--- config.mk ---
export PLATFORM = sky130hd
export DESIGN_NAME = vsns_job_fifo
export DESIGN_NICKNAME = d
export VERILOG_FILES = /design/src/hdl/vsns_pkg.sv /design/src/hdl/vsns_job_fifo.sv
export SDC_FILE = /design/constraint.sdc
export NUM_CORES = 1
export LEC_CHECK = 0
export BUFFER_PORTS_ARGS = -buffer_cell sky130_fd_sc_hd__buf_2
export CORE_ASPECT_RATIO = 0.8
export CORE_UTILIZATION = 57
export CTS_CLUSTER_DIAMETER = 200
export DETAILED_ROUTE_END_ITERATION = 10
export PLACE_DENSITY = 0.87
export SLEW_MARGIN = 20
export SYNTH_ARGS = -nofsm -noshare
export SYNTH_HDL_FRONTEND = slang
export SYNTH_SLANG_ARGS = --single-unit
--- constraint.sdc ---
create_clock -name clk -period 2.45 [get_ports clk]
set_input_delay 0.49 -clock clk [delete_from_list [all_inputs] [get_ports clk]]
set_output_delay 0.49 -clock clk [all_outputs]
set_load 0.005 [all_outputs]
--- src/hdl/vsns_pkg.sv ---
// Shared types, sizes and helpers for the six-neighbour video smoother.
// Used by every module of the block except vsns_ram; depends on nothing.
`timescale 1ns / 1ps
`default_nettype none
package vsns_pkg;

  localparam int MAX_WIDTH  = 512;
  localparam int MAX_HEIGHT = 512;
  localparam int COL_W      = $clog2(MAX_WIDTH);
  localparam int ROW_W      = $clog2(MAX_HEIGHT);
  localparam int ADDR_W     = 1 + ROW_W + COL_W;
  localparam int RAM_DEPTH  = 2 ** ADDR_W;

  localparam int PIX_W      = 8;
  localparam int CFG_W      = 10;
  localparam int CFG_IDX_W  = 8;
  localparam int NB_COUNT   = 5;
  localparam int SUM_W      = 11;
  localparam int CNT_W      = 3;
  localparam int QUEUE_DEPTH = 4;

  localparam logic [CFG_IDX_W-1:0] REG_FRAME_WIDTH  = 8'd0;
  localparam logic [CFG_IDX_W-1:0] REG_FRAME_HEIGHT = 8'd1;

  localparam logic CMD_PIXEL = 1'b0;
  localparam logic CMD_FLUSH = 1'b1;

  localparam int RECIP_SHIFT = 13;
  localparam logic [11:0] RECIP3 = 12'd2731;
  localparam logic [11:0] RECIP5 = 12'd1639;

  // Neighbour slots: previous frame, up, left, down, right.
  typedef struct packed {
    logic                write;
    logic                emit;
    logic                plane;
    logic [ROW_W-1:0]    row;
    logic [COL_W-1:0]    col;
    logic [PIX_W-1:0]    pix;
    logic [NB_COUNT-1:0] nb_mask;
    logic                has_next;
    logic                eof;
    logic                eov;
  } job_t;

  function automatic logic [PIX_W-1:0] mean_div(input logic [SUM_W-1:0] s,
                                                input logic [CNT_W-1:0] n);
    logic [SUM_W+11:0] p3;
    logic [SUM_W+11:0] p5;
    logic [SUM_W+11:0] q3;
    logic [SUM_W+11:0] q5;
    logic [PIX_W-1:0]  r;
    p3 = (SUM_W + 12)'(s) * (SUM_W + 12)'(RECIP3);
    p5 = (SUM_W + 12)'(s) * (SUM_W + 12)'(RECIP5);
    q3 = p3 >> RECIP_SHIFT;
    q5 = p5 >> RECIP_SHIFT;
    unique case (n)
      3'd1:    r = s[PIX_W-1:0];
      3'd2:    r = s[PIX_W:1];
      3'd3:    r = q3[PIX_W-1:0];
      3'd4:    r = s[PIX_W+1:2];
      3'd5:    r = q5[PIX_W-1:0];
      3'd6:    r = q3[PIX_W:1];
      default: r = '0;
    endcase
    return r;
  endfunction

endpackage
`default_nettype wire

--- src/hdl/vsns_job_fifo.sv ---
// Short job queue between the front and back parts of the smoother.
// Depends on vsns_pkg for job_t and QUEUE_DEPTH.
`timescale 1ns / 1ps
`default_nettype none
module vsns_job_fifo
  import vsns_pkg::*;
(
  input  wire logic clk,
  input  wire logic rst,
  input  wire logic push,
  input  wire job_t push_job,
  output logic      full,
  input  wire logic pop,
  output job_t      head,
  output logic      empty
);

  localparam int PTR_W = $clog2(QUEUE_DEPTH);

  job_t             slots [QUEUE_DEPTH];
  logic [PTR_W-1:0] wr_ptr;
  logic [PTR_W-1:0] rd_ptr;
  logic [PTR_W:0]   count;

  assign full  = (count == (PTR_W + 1)'(QUEUE_DEPTH));
  assign empty = (count == '0);
  assign head  = slots[rd_ptr];

  always_ff @(posedge clk) begin
    if (push && !full) begin
      slots[wr_ptr] <= push_job;
    end
  end

  always_ff @(posedge clk) begin
    if (rst) begin
      wr_ptr <= '0;
      rd_ptr <= '0;
      count  <= '0;
    end else begin
      if (push && !full) begin
        wr_ptr <= wr_ptr + 1'b1;
      end
      if (pop && !empty) begin
        rd_ptr <= rd_ptr + 1'b1;
      end
      unique case ({push && !full, pop && !empty})
        2'b10:   count <= count + 1'b1;
        2'b01:   count <= count - 1'b1;
        default: count <= count;
      endcase
    end
  end

endmodule
`default_nettype wire

==> impl_metrics.env <==
export IMPL_die_y_um=92.7
export IMPL_stdcell_count=492
export IMPL_final_core_util_pct=71.9
export IMPL_syn_num_nets=294
export IMPL_cp_slowest_stage_delay_ns=0.62
export IMPL_vias=2709
export IMPL_ant_nets=0
export IMPL_synth_distinct_cells=24
export IMPL_cts_setup_buffers=0
export IMPL_ir_worst_vdd_v=0.000705
export IMPL_path_class="register to output port"
export IMPL_status="finished, final reports clean"
export IMPL_hold_buffers=0
export IMPL_p_sw_mw=1.73
export IMPL_fin_crit_sh_pct=95.5
export IMPL_multiInputGateArea_um2=1120
export IMPL_dpl_cell_count=460
export IMPL_cp_required_ns=1.96
export IMPL_grt_antenna_before_repair=0
export IMPL_clock_path_buffers=2
export IMPL_setup_viol=0
export IMPL_gp_congestion=0.697
export IMPL_syn_to_final_growth_pct=20.2
export IMPL_nNetsFinal=390
export IMPL_antenna_cells=0
export IMPL_grt_usage_pct=20.0
export IMPL_drv_cap=0
export IMPL_finalWorstSetupSlack_ns=0.109
export IMPL_p_leak_nw=2.44
export IMPL_start_util_pct=59.8
export IMPL_fill_cells=592
export IMPL_design_area_um2=7050
export IMPL_cp_cell_sequence="buf_4, mux4_1, buf_2"
export IMPL_cts_resized=0
export IMPL_cp_num_cells=3
export IMPL_cp_buffers_inverters=2
export IMPL_first_global_vias=2873
export IMPL_netlist_instances=247
export IMPL_hold_worst_slack_ns=0.292
export IMPL_port_buffers=79
export IMPL_hpwl_um=5690
export IMPL_slowest_stage="mux4_1"
export IMPL_dr_pass1_iters=4
export IMPL_pre_cts_ws_ns=0.282
export IMPL_first_iter_violations=125
export IMPL_combPwrFrac_pct=20.3
export IMPL_fp_dieW_um=115
export IMPL_clkSlewWorstSetupHoldPaths_ns=0.06
export IMPL_power_density_nw_per_um2=1040
export IMPL_grt_pass1_wl_um=14900
export IMPL_drt_drc_violations_left=0
export IMPL_cts_made_buffers=17
export IMPL_synth_warnings=0
export IMPL_r2r_end="count[2]"
export IMPL_vias_per_cell=5.51
export IMPL_max_freq_ghz=0.427
export IMPL_grt_overflow_total=0
export IMPL_seqCellArea_um2=4630
export IMPL_maxSlewViolCount=0
export IMPL_dieArea_um2=10700
export IMPL_crit_path_end_kind="output port"
export IMPL_crit_family="multiplexers"
export IMPL_cts_sinks=157
export IMPL_avgSynthCellArea_um2=23.8
export IMPL_layout_drive_gt1_share_pct=42.7
export IMPL_rsz0062_at_grt="no"
export IMPL_htree_levels=4
export IMPL_wirelength_um=9500
export IMPL_worstSkewPairLatency_ns=0.41
export IMPL_final_hold_viol_count=0
export IMPL_wl_per_cell_um=19.3
export IMPL_p_int_mw=5.59
export IMPL_synthesis_area_um2=5870
export IMPL_ys_seq_area_share_pct=78.8
export IMPL_ys_ff_latch=157
export IMPL_rows=32
export IMPL_power_mw=7.32
export IMPL_core_um2=9810
export IMPL_relSlewSlack_pct=73.3
export IMPL_critPathMaxFanout=18
export IMPL_hold_class="input pin to register"
export IMPL_cts_root_buf="clkbuf_16"
export IMPL_placed_area_um2=6470
export IMPL_io_pins=80
export IMPL_setup_worst_path_end="head[26]"
export IMPL_reg2reg_from="count[2]"
export IMPL_p_clk_share_pct=34.7
export IMPL_swShare_pct=23.7
export IMPL_rrSetupSlack_ns=0.25
export IMPL_rr_worst_depth=9
export IMPL_worst_pin_slew_ns=0.399
export IMPL_min_period_ns=2.34
export IMPL_critPathLaunchType="register"
export IMPL_cts_tree="built"
export IMPL_fin_tns_setup_ns=0
export IMPL_power_frac_seq_pct=45.0
export IMPL_finalClockSkew_ns=0.00760
export IMPL_cp_arrival_ns=1.85
export IMPL_grt_max_degree=38
## layer usage
layer	vias to the layer above	track usage, %	part of all wire [%]
li1	1220	-	-
met1	1406	24.3	41
met2	71	33.2	52
met3	12	7.85	5.5
met4	0	5.95	1.2
met5	-	0	0
## cells in the mapped netlist
library cell | instances | area (µm²)
edfxtp_1 | 148 | 4440
mux4_2 | 31 | 698
dfxtp_1 | 9 | 180
inv_1 | 8 | 30.0
mux4_1 | 6 | 158
nor2_1 | 6 | 22.5
ha_1 | 5 | 62.6
a21oi_1 | 4 | 20.0
and2_1 | 4 | 25.0
buf_12 | 3 | 60.1
buf_2 | 3 | 15.0
o21ai_0 | 3 | 15.0
or3_1 | 3 | 18.8
xor2_1 | 3 | 26.3
nand2b_1 | 2 | 12.5
buf_1 | 1 | 3.75
buf_6 | 1 | 11.3
clkbuf_2 | 1 | 5.00
fa_1 | 1 | 20.0
mux2i_1 | 1 | 10.0
nand2_1 | 1 | 3.75
nor3_1 | 1 | 5.00
nor3b_2 | 1 | 12.5
o31ai_1 | 1 | 7.51
## power by group through the flow
stage	Sequential (mW)	Combinational, mW	Clock (mW)
after floorplan	3.32	1.04	0
after global placement	3.33	1.49	0
after detailed placement	3.35	1.51	0
after CTS	3.30	1.53	2.58
after global routing	3.32	1.64	2.71
final	3.30	1.49	2.54
## flip-flops by register name (all words and copies together) (netlist names), named ones only
| register | cells |
|---|---|
| wr_ptr | 2 |
| rd_ptr | 2 |
| slots | 148 |
| count | 3 |
## logic make-up after synthesis
logic type / after synthesis / synth area share (%)
AOI/OAI and AO/OA: 8 / 0.725
xor gates and xnor gates: 3 / 0.448
adders and majority gates: 6 / 1.41
buffers and inverters: 17 / 2.13
DFF: 157 / 78.8
muxes: 38 / 14.8
and+or+nand+nor: 18 / 1.71
## worst min path at each step
| stage | from | to | cells past startpoint |
|---|---|---|---|
| after CTS | push_job[12] | slots[2][12] | 1 |
| after detailed placement | rd_ptr[1] | register | 2 |
| after global routing | push_job[8] | slots[1][8] | 1 |
| final | push_job[12] | slots[2][12] | 1 |
| after global placement | rd_ptr[1] | register | 2 |
| after floorplan | rd_ptr[1] | register | 2 |
## layout make-up
| type | instances | area share [%] |
|---|---|---|
| Inverter | 8 | 0.426 |
| Sequential cell | 157 | 65.6 |
| Timing Repair Buffer | 86 | 7.42 |
| Multi-Input combinational cell | 73 | 15.9 |
| Clock inverter | 14 | 2.13 |
| Tap cell | 136 | 2.41 |
| Clock buffer | 18 | 6.09 |
## cell usage in the layout (no fill, tap or decap)
| cell | netlist | layout |
|---|---|---|
| clkinvlp_4 | 0 | 2 |
| dfxtp_2 | 0 | 2 |
| clkinv_2 | 0 | 5 |
| clkinv_1 | 0 | 3 |
| or3_1 | 3 | 3 |
| clkbuf_16 | 0 | 17 |
| mux2i_1 | 1 | 1 |
| a21oi_1 | 4 | 4 |
| edfxtp_1 | 148 | 148 |
| nand2b_1 | 2 | 2 |
| xor2_1 | 3 | 3 |
| clkbuf_1 | 0 | 1 |
| o31ai_1 | 1 | 1 |
| buf_4 | 0 | 1 |
| o21ai_0 | 3 | 3 |
| inv_6 | 0 | 1 |
| nor3_1 | 1 | 1 |
| mux4_2 | 31 | 31 |
| buf_2 | 3 | 79 |
| inv_1 | 8 | 8 |
| mux4_1 | 6 | 6 |
| dfxtp_1 | 9 | 7 |
| and2_2 | 0 | 4 |
| fa_1 | 1 | 1 |
| bufinv_16 | 0 | 3 |
| nand2_1 | 1 | 1 |
| nor3b_2 | 1 | 1 |
| nor2_1 | 6 | 6 |
| buf_12 | 3 | 6 |
| ha_1 | 5 | 5 |
## worst reg2reg max path: stages, from the launching register on
cell and delay (ns):
dfxtp_1 0.38, nor3b_2 0.27, nor2_1 0.16, inv_1 0.09
ha_1 0.18, inv_1 0.06, fa_1 0.38, xor2_1 0.17
or3_1 0.31, a21oi_1 0.14
Note: power is estimated with default switching activity, not from simulation.
