**src/hdl/vsns_pkg.sv**
```systemverilog
// Shared types, sizes and helpers for the six-neighbour video smoother.
// Used by every module of the block except vsns_ram; depends on nothing.
`timescale 1ns / 1ps
`default_nettype none
package vsns_pkg;

  localparam int MAX_WIDTH  = 512;
  localparam int MAX_HEIGHT = 512;
  localparam int COL_W      = $clog2(MAX_WIDTH);
  localparam int ROW_W      = $clog2(MAX_HEIGHT);
  localparam int ADDR_W     = 1 + ROW_W + COL_W;
  localparam int RAM_DEPTH  = 2 ** ADDR_W;

  localparam int PIX_W      = 8;
  localparam int CFG_W      = 10;
  localparam int CFG_IDX_W  = 8;
  localparam int NB_COUNT   = 5;
  localparam int SUM_W      = 11;
  localparam int CNT_W      = 3;
  localparam int QUEUE_DEPTH = 4;

  localparam logic [CFG_IDX_W-1:0] REG_FRAME_WIDTH  = 8'd0;
  localparam logic [CFG_IDX_W-1:0] REG_FRAME_HEIGHT = 8'd1;

  localparam logic CMD_PIXEL = 1'b0;
  localparam logic CMD_FLUSH = 1'b1;

  localparam int RECIP_SHIFT = 13;
  localparam logic [11:0] RECIP3 = 12'd2731;
  localparam logic [11:0] RECIP5 = 12'd1639;

  // Neighbour slots: previous frame, up, left, down, right.
  typedef struct packed {
    logic                write;
    logic                emit;
    logic                plane;
    logic [ROW_W-1:0]    row;
    logic [COL_W-1:0]    col;
    logic [PIX_W-1:0]    pix;
    logic [NB_COUNT-1:0] nb_mask;
    logic                has_next;
    logic                eof;
    logic                eov;
  } job_t;

  function automatic logic [PIX_W-1:0] mean_div(input logic [SUM_W-1:0] s,
                                                input logic [CNT_W-1:0] n);
    logic [SUM_W+11:0] p3;
    logic [SUM_W+11:0] p5;
    logic [SUM_W+11:0] q3;
    logic [SUM_W+11:0] q5;
    logic [PIX_W-1:0]  r;
    p3 = (SUM_W + 12)'(s) * (SUM_W + 12)'(RECIP3);
    p5 = (SUM_W + 12)'(s) * (SUM_W + 12)'(RECIP5);
    q3 = p3 >> RECIP_SHIFT;
    q5 = p5 >> RECIP_SHIFT;
    unique case (n)
      3'd1:    r = s[PIX_W-1:0];
      3'd2:    r = s[PIX_W:1];
      3'd3:    r = q3[PIX_W-1:0];
      3'd4:    r = s[PIX_W+1:2];
      3'd5:    r = q5[PIX_W-1:0];
      3'd6:    r = q3[PIX_W:1];
      default: r = '0;
    endcase
    return r;
  endfunction

endpackage
`default_nettype wire

```
**src/hdl/vsns_front.sv**
```systemverilog
// Front part: takes input transactions and configuration writes, tracks the
// raster position and frame bookkeeping, and queues one job per useful item.
// Depends on vsns_pkg.
`timescale 1ns / 1ps
`default_nettype none
module vsns_front
  import vsns_pkg::*;
(
  input  wire logic                 clk,
  input  wire logic                 rst,
  input  wire logic                 cfg_write,
  input  wire logic [CFG_IDX_W-1:0] cfg_index,
  input  wire logic [CFG_W-1:0]     cfg_data,
  input  wire logic                 item_accept,
  input  wire logic                 cmd,
  input  wire logic [PIX_W-1:0]     pixel_in,
  output logic                      push,
  output job_t                      push_job
);

  logic [COL_W-1:0] col;
  logic [ROW_W-1:0] row;
  logic [1:0]       frames_held;
  logic             store_select;
  logic             flushing;
  logic [COL_W-1:0] col_last;
  logic [ROW_W-1:0] row_last;

  logic             flush_cmd;
  logic             at_start;
  logic             last;
  logic             flush_ok;
  logic [CFG_W-1:0] cfg_m1;
  logic [COL_W-1:0] col_last_next;
  logic [ROW_W-1:0] row_last_next;

  assign flush_cmd = (cmd == CMD_FLUSH);
  assign at_start  = (col == '0) && (row == '0);
  assign last      = (col == col_last) && (row == row_last);
  assign flush_ok  = flushing || ((frames_held != 2'd0) && at_start);
  assign push      = item_accept && (flush_cmd ? flush_ok : !flushing);
  assign cfg_m1    = cfg_data - 1'b1;

  always_comb begin
    if (cfg_data < CFG_W'(2)) begin
      col_last_next = COL_W'(1);
    end else if (cfg_data > CFG_W'(MAX_WIDTH)) begin
      col_last_next = COL_W'(MAX_WIDTH - 1);
    end else begin
      col_last_next = COL_W'(cfg_m1);
    end
    if (cfg_data < CFG_W'(2)) begin
      row_last_next = ROW_W'(1);
    end else if (cfg_data > CFG_W'(MAX_HEIGHT)) begin
      row_last_next = ROW_W'(MAX_HEIGHT - 1);
    end else begin
      row_last_next = ROW_W'(cfg_m1);
    end
  end

  always_comb begin
    push_job.write    = !flush_cmd;
    push_job.emit     = flush_cmd || (frames_held != 2'd0);
    push_job.plane    = store_select;
    push_job.row      = row;
    push_job.col      = col;
    push_job.pix      = pixel_in;
    push_job.nb_mask  = {col != col_last, row != row_last, col != '0, row != '0,
                         frames_held == 2'd2};
    push_job.has_next = !flush_cmd;
    push_job.eof      = last;
    push_job.eov      = flush_cmd && last;
  end

  always_ff @(posedge clk) begin
    if (rst) begin
      col          <= '0;
      row          <= '0;
      frames_held  <= '0;
      store_select <= 1'b0;
      flushing     <= 1'b0;
      col_last     <= COL_W'(MAX_WIDTH - 1);
      row_last     <= ROW_W'(MAX_HEIGHT - 1);
    end else if (cfg_write && (cfg_index == REG_FRAME_WIDTH ||
                               cfg_index == REG_FRAME_HEIGHT)) begin
      if (cfg_index == REG_FRAME_WIDTH) begin
        col_last <= col_last_next;
      end else begin
        row_last <= row_last_next;
      end
      col         <= '0;
      row         <= '0;
      frames_held <= '0;
      flushing    <= 1'b0;
    end else if (push) begin
      if (col == col_last) begin
        col <= '0;
        row <= (row == row_last) ? '0 : row + 1'b1;
      end else begin
        col <= col + 1'b1;
      end
      if (flush_cmd) begin
        flushing <= !last;
        if (last) begin
          frames_held <= '0;
        end
      end else if (last) begin
        store_select <= !store_select;
        if (frames_held != 2'd2) begin
          frames_held <= frames_held + 1'b1;
        end
      end
    end
  end

endmodule
`default_nettype wire

```
**config.mk**
```make
export PLATFORM = sky130hd
export DESIGN_NAME = vsns_front
export DESIGN_NICKNAME = d
export VERILOG_FILES = /design/src/hdl/vsns_pkg.sv /design/src/hdl/vsns_front.sv
export SDC_FILE = /design/constraint.sdc
export NUM_CORES = 1
export LEC_CHECK = 0
export BUFFER_PORTS_ARGS = -buffer_cell sky130_fd_sc_hd__buf_4
export CORE_ASPECT_RATIO = 1.5
export CORE_UTILIZATION = 45
export CTS_BUF_LIST = sky130_fd_sc_hd__clkbuf_16
export CTS_CLUSTER_DIAMETER = 200
export DETAILED_ROUTE_END_ITERATION = 16
export PLACE_DENSITY = 0.79
export SLEW_MARGIN = 15
export SYNTH_ARGS = -nofsm -noshare
export SYNTH_HDL_FRONTEND = slang
export SYNTH_SLANG_ARGS = --single-unit
export TNS_END_PERCENT = 30
```
**constraint.sdc**
```tcl
create_clock -name clk -period 2.6 [get_ports clk]
set_clock_uncertainty 0.15 [all_clocks]
set_input_delay 0.26 -clock clk [delete_from_list [all_inputs] [get_ports clk]]
set_output_delay 0.26 -clock clk [all_outputs]
set_load 0.01 [all_outputs]
```
==> run metrics, run 1 <==
outcome finished clean; Worst EP required 2.19 ns; IO buf count 52; global-route total usage across every layer 21.5%; RePlAce Congestion 0.855; hold depth 2; H-tree depth 2; Synth Area in Simple Gates 22.5%; initial antenna violation count 0; Final Hold Viols 0; hold_sp cmd; Avg Inst Size Synth 8.66 um2; Hold-fix buffers, CTS 0; Ys Warns 0; Cell Area, Synth 2370 um2; Adder-Cell Fraction of Synth Area 3.69%; Final Power 1340 uW; largest net degree at the start of global routing 22; combinational family with the most area after synthesis simple AND/OR/NAND/NOR gates; crit-path cells inv_1 -> ha_1 -> nor4b_1 -> nand2_1 -> o32ai_4 -> buf_4 -> buf_4; crit path DAT 2.02 ns; full die area 5570 um2; actual slew at the worst max-slew pin 0.624 ns; DR iter-0 viols 117; DP Worst Slack 0.271 ns; fill cell count 494; reg-to-reg setup timing slack 0.19 ns; most frequent CP cell buf_4; Finished Layout Cells 388; clock latency on the worst-skew pair 0.28 ns; crit path kind flip-flop to output pin; DR vias/cell 5.59; Compound-Gate Fraction of Synth Area 19.7%; Starting Density 46.3%; Layout area overhead 23.0%; Pins Over Slew Limit 0; mux share of post-synthesis cell area 0%; Die H 90.9 um; Detailed Route WL 5610 um; number of global-route vias before repair 2077; r2r startpoint col[1]; worst r2r path cells 9; worst path buffer plus inverter count 3; total iterations of the first detailed-routing run 4; final cycle utilization of the critical path 93.3%; synthesized net count 312; Final nets 358; delay-heaviest family, CP buffers and inverters; worst hold endpoint flushing; vias 2167; critical path's largest stage delay 0.36 ns; # clock sinks 40; I/O Pins 69; postcts setup bufs 0; Pleak 0.00117 uW; CP Max Fanout 17; FMAX 0.412 GHz; setup ws final 0.175 ns; Yosys reg bits 40; Routed wire per std cell 14.5 um; PwrDens 458 nW/um2; Resized cells post-CTS 0; max-cap viol count 0; CTS root buf clkbuf_16; Synth cell types 42; sequential share of the synthesized area 33.8%; Max-slew headroom 58.4%; Inst Count DP 381; minimum clock period 2.43 ns; setup TNS after final layout 0 ns; Synth Area in XOR/XNOR 12.2%; # setup viols final 0; layout cells sized above 1 24.7%; ANT cells 0; final hold slack 0.0826 ns; Max clock buf depth 2; Synth Instances 274; Startpoint Class flip-flop; clock buffer count from CTS 5; CP max stage cell dfxtp_1; clock transition at the registers of the reported paths 0.06 ns; first-pass GRT wire length 9160 um; Crit. End Element output pin; worst hold path class input port to flip-flop; Max IR drop VDD 312 uV; ANT nets after route 0; HPWL Detailed 4210 um; unrepaired setup endpoints after global routing no; CTS tree done; Core ar. 5120 um2; crit path from col[1]; Remaining DRCs 0; die width 61.3 um; GRT Residual Overflow 0; std cell rows 32; RR Endpoint frames_held[0]
metrics by stage:
stage,area [um2],utilization (%)
6_report,2920,56.9
3_5_place_dp,2780,54.3
5_1_grt,2920,56.9
3_3_place_gp,2780,54.3
4_1_cts,2920,56.9
2_1_floorplan,2370,-
cells in the final DEF, fill, tap and decap left out, types with 2 or more instances in the layout:
cell	n
clkbuf_16	5
nor4b_1	3
nand3_1	8
nor2_1	31
xnor2_1	20
o21ai_0	10
inv_1	14
and3_1	7
nor3b_1	5
dfxtp_1	40
or4_4	2
xor2_1	13
nand2b_1	4
a21oi_1	6
ha_1	7
nand2_1	11
a21o_1	3
a31oi_1	2
a32o_1	3
nor3_1	7
a31o_2	2
nor4_1	7
a211oi_1	6
a211o_1	17
buf_4	63
o31ai_1	4
nand4_1	7
worst reg2reg max path: cells and delay by family, from the launching register on:
| kind | cells | cell delay, ns |
|---|---|---|
| fa+ha+maj | 1 | 0.14 |
| compound gates | 2 | 0.44 |
| flops | 1 | 0.36 |
| simple gates | 4 | 0.90 |
| buf+inv | 2 | 0.37 |
synth_stat cells (all sizes together):
cell type  number  share of area (%)
xnor2          20                7.4
o21a            1               0.32
o31ai           5                2.2
nor2           31                4.9
nand2b          4                1.1
a31oi           2               0.53
buf            17                5.1
xor2           13                4.8
clkbuf          7                1.1
nand3           9                2.1
dfxtp          40                 34
a31o            2               0.74
nor4b           3                1.1
nor3            7                1.5
and3            7                1.8
nand2          11                1.7
ha              7                3.7
or3             1               0.26
nor4            8                2.4
and2            1               0.26
or4             2               0.95
a311oi          1               0.37
o32ai           1                1.2
and4b           1               0.42
nor3b           5                1.6
nand4           7                1.8
a221oi          1               0.63
a21oi           6                1.3
a211o          17                6.3
o21ai          10                2.1
a32o            3                1.3
a21o            3               0.95
a211oi          6                1.9
or2             2               0.53
inv            13                2.1
area by class of cell:
class	count	area (um2)	area share, %
Sequential cell	40	801	27.4
Inverter	13	48.8	1.67
Tap cell	68	85.1	2.92
Clock inverter	2	8.76	0.300
Clock buffer	5	125	4.29
Multi-Input combinational cell	197	1380	47.2
Timing Repair Buffer	63	473	16.2
worst max-delay path by stage:
stage                       end  slack [ns]  depth (start not counted)
finish                     push        0.17                          7
detailed placement  col_last[2]        0.27                          7
floorplan                row[4]        0.31                          9
global placement    col_last[2]        0.29                          7
CTS                        push        0.18                          7
global route               push        0.07                          7
sequential cells by signal, summed over array words and instances (netlist names):
register and count:
row_last 9, frames_held 2, store_select 1, col 9, flushing 1, row 9
col_last 9
routing by layer:
metal	wire, um	part of all wire, %	global-route usage (%)
met5	0	0	0
met4	80	1.4	7.20
met2	3040	54	38.6
met1	2280	41	23.9
met3	207	3.7	4.01
kinds of logic (layout without fill, tap and decap cells):
group | count (synthesis) | count (layout)
compound gates | 58 | 58
buf+inv | 37 | 83
fa+ha+maj | 7 | 7
flops | 40 | 40
xor+xnor | 33 | 33
simple gates | 99 | 99
where the power goes:
part | switching (uW) | leakage, uW | total [uW] | internal, uW
Sequential | 3.85 | 0.000323 | 622 | 618
Combinational | 75.5 | 0.000777 | 143 | 67.2
Clock | 228 | 0.0000709 | 572 | 344
Note: power is estimated with default switching activity, not from simulation.
==> run 2: changes to the inputs <==
--- a/config.mk
+++ b/config.mk
@@ -12,6 +12,7 @@
 export CTS_CLUSTER_DIAMETER = 200
 export DETAILED_ROUTE_END_ITERATION = 16
 export PLACE_DENSITY = 0.79
+export RECOVER_POWER = 50
 export SLEW_MARGIN = 15
 export SYNTH_ARGS = -nofsm -noshare
 export SYNTH_HDL_FRONTEND = slang
==> constraint.sdc (replaced) <==
create_clock -name clk -period 3 [get_ports clk]
set_clock_uncertainty 0.15 [all_clocks]
set_input_delay 0.3 -clock clk [delete_from_list [all_inputs] [get_ports clk]]
set_output_delay 0.3 -clock clk [all_outputs]
set_load 0.01 [all_outputs]
==> run metrics, run 2 (synthesized netlist as in run 1, its figures left out) <==
full die area 5570 um2; Final Hold Viols 0; Core ar. 5120 um2; layout cells sized above 1 14.4%; crit path DAT 2.67 ns; final cycle utilization of the critical path 88.5%; Resized cells post-CTS 0; commonest non-fill, non-tap cells in the layout dfxtp_1 (40), nor2_1 (31), buf_4 (29), clkbuf_1 (24), xnor2_1 (20); Layout area overhead 17.1%; clock latency on the worst-skew pair 0.28 ns; Gate power share 9.0%; postcts setup bufs 0; Worst EP required 3.02 ns; Remaining DRCs 0; global-route total usage across every layer 21.5%; max-cap viol count 0; total iterations of the first detailed-routing run 4; outcome finished clean; hold depth 2; reg-to-reg setup timing slack 0.54 ns; Startpoint Class input port; ANT cells 0; H-tree depth 2; CTS root buf clkbuf_16; Inst Count DP 373; delay-heaviest family, CP compound AO/OA/AOI/OAI gates; Int Pwr 972 uW; r2r startpoint col[4]; FMAX 0.377 GHz; I/O Pins 69; Hold-fix buffers, CTS 0; IO buf count 52; DR iter-0 viols 217; Max IR drop VDD 297 uV; Starting Density 46.3%; vias 2140; unrepaired setup endpoints after global routing no; ANT nets after route 0; CP max stage cell o31ai_1; worst hold endpoint flushing; worst hold path class input port to flip-flop; Max clock buf depth 2; worst r2r path cells 6; die width 61.3 um; Crit. End Element flip-flop; hold_sp cmd; Finished Layout Cells 381; Final nets 350; clock transition at the registers of the reported paths 0.06 ns; initial antenna violation count 0; std cell rows 32; Max-slew headroom 30.4%; Pleak 0.00103 uW; Switch Pwr 268 uW; crit path kind input port to flip-flop; critical path's largest stage delay 0.86 ns; GRT Residual Overflow 0; Detailed Route WL 5620 um; power share of the clock group 47.3%; fill cell count 514; Pins Over Slew Limit 0; RR Endpoint row[2]; Die H 90.9 um; RePlAce Congestion 0.878; commonest non-fill, non-tap cell in the layout dfxtp_1; DR vias/cell 5.62; CP Max Fanout 10; PwrDens 446 nW/um2; CTS tree done; minimum clock period 2.65 ns; first-pass GRT wire length 9050 um; Routed wire per std cell 14.8 um; crit-path cells clkbuf_4 -> or2_0 -> or4_1 -> o31ai_1 -> a31o_2 -> nor2_1 -> a211o_1; # clock sinks 40; Final Power 1240 uW; worst path buffer plus inverter count 1; largest net degree at the start of global routing 22; HPWL Detailed 4170 um; setup TNS after final layout 0 ns; # setup viols final 0; number of global-route vias before repair 1964; switch share 21.6%; sequential power share 43.7%; actual slew at the worst max-slew pin 1.04 ns; clock buffer count from CTS 5
## run 2: cell types whose count changed in the layout (fill, tap and decap cells not counted), sizes merged
cell / before / now
buf: 63 / 29
bufinv: 0 / 1
clkbuf: 5 / 31
clkinv: 1 / 2
inv: 14 / 13
## run 2: power groups by stage
stage / registers, uW / logic (uW) / clock network [uW]
after floorplan: 553 / 74.7 / 0
after global placement: 553 / 115 / 0
after detailed placement: 553 / 117 / 0
after CTS: 542 / 118 / 596
after global routing: 542 / 122 / 616
final: 542 / 112 / 586
## run 2: metrics by stage
stage / hold slack [ns] / utilization (%) / instance area [um2] / worst slack [ns]
after floorplan: 0.259 / - / 2370 / 0.715
after global placement: 0.316 / 53.1 / 2720 / 0.635
after detailed placement: 0.325 / 53.1 / 2720 / 0.594
after CTS: 0.116 / 56.3 / 2890 / 0.440
after global routing: 0.125 / 54.2 / 2780 / 0.171
final: 0.115 / 54.2 / 2780 / 0.345
## run 2: final cells by class
| cell class | count | area (um2) | share of cell area, % |
|---|---|---|---|
| clock inverter | 3 | 37.5 | 1.35 |
| sequential | 40 | 801 | 28.8 |
| timing repair buffer | 55 | 323 | 11.6 |
| inverter | 13 | 48.8 | 1.76 |
| tap | 68 | 85.1 | 3.06 |
| multi-input combinational | 197 | 1360 | 48.9 |
| clock buffer | 5 | 125 | 4.50 |
## run 2: worst max path at each step
stage | to | depth (start not counted) | startpoint
6_report | row_last[2] | 7 | cfg_data[1]
3_5_place_dp | row[2] | 6 | col[4]
5_1_grt | col_last[2] | 7 | cfg_data[1]
4_1_cts | push_job[0] | 6 | col[4]
3_3_place_gp | col_last[2] | 7 | cfg_data[1]
2_1_floorplan | row[4] | 9 | row[0]
## run 2: metal layers
metal | up-vias | part of all wire (%) | global-route usage (%)
li1 | 1054 | - | -
met1 | 1020 | 39 | 23.6
met5 | - | 0 | 0
met3 | 7 | 4.2 | 3.72
met2 | 59 | 55 | 38.9
met4 | 0 | 1.6 | 7.95
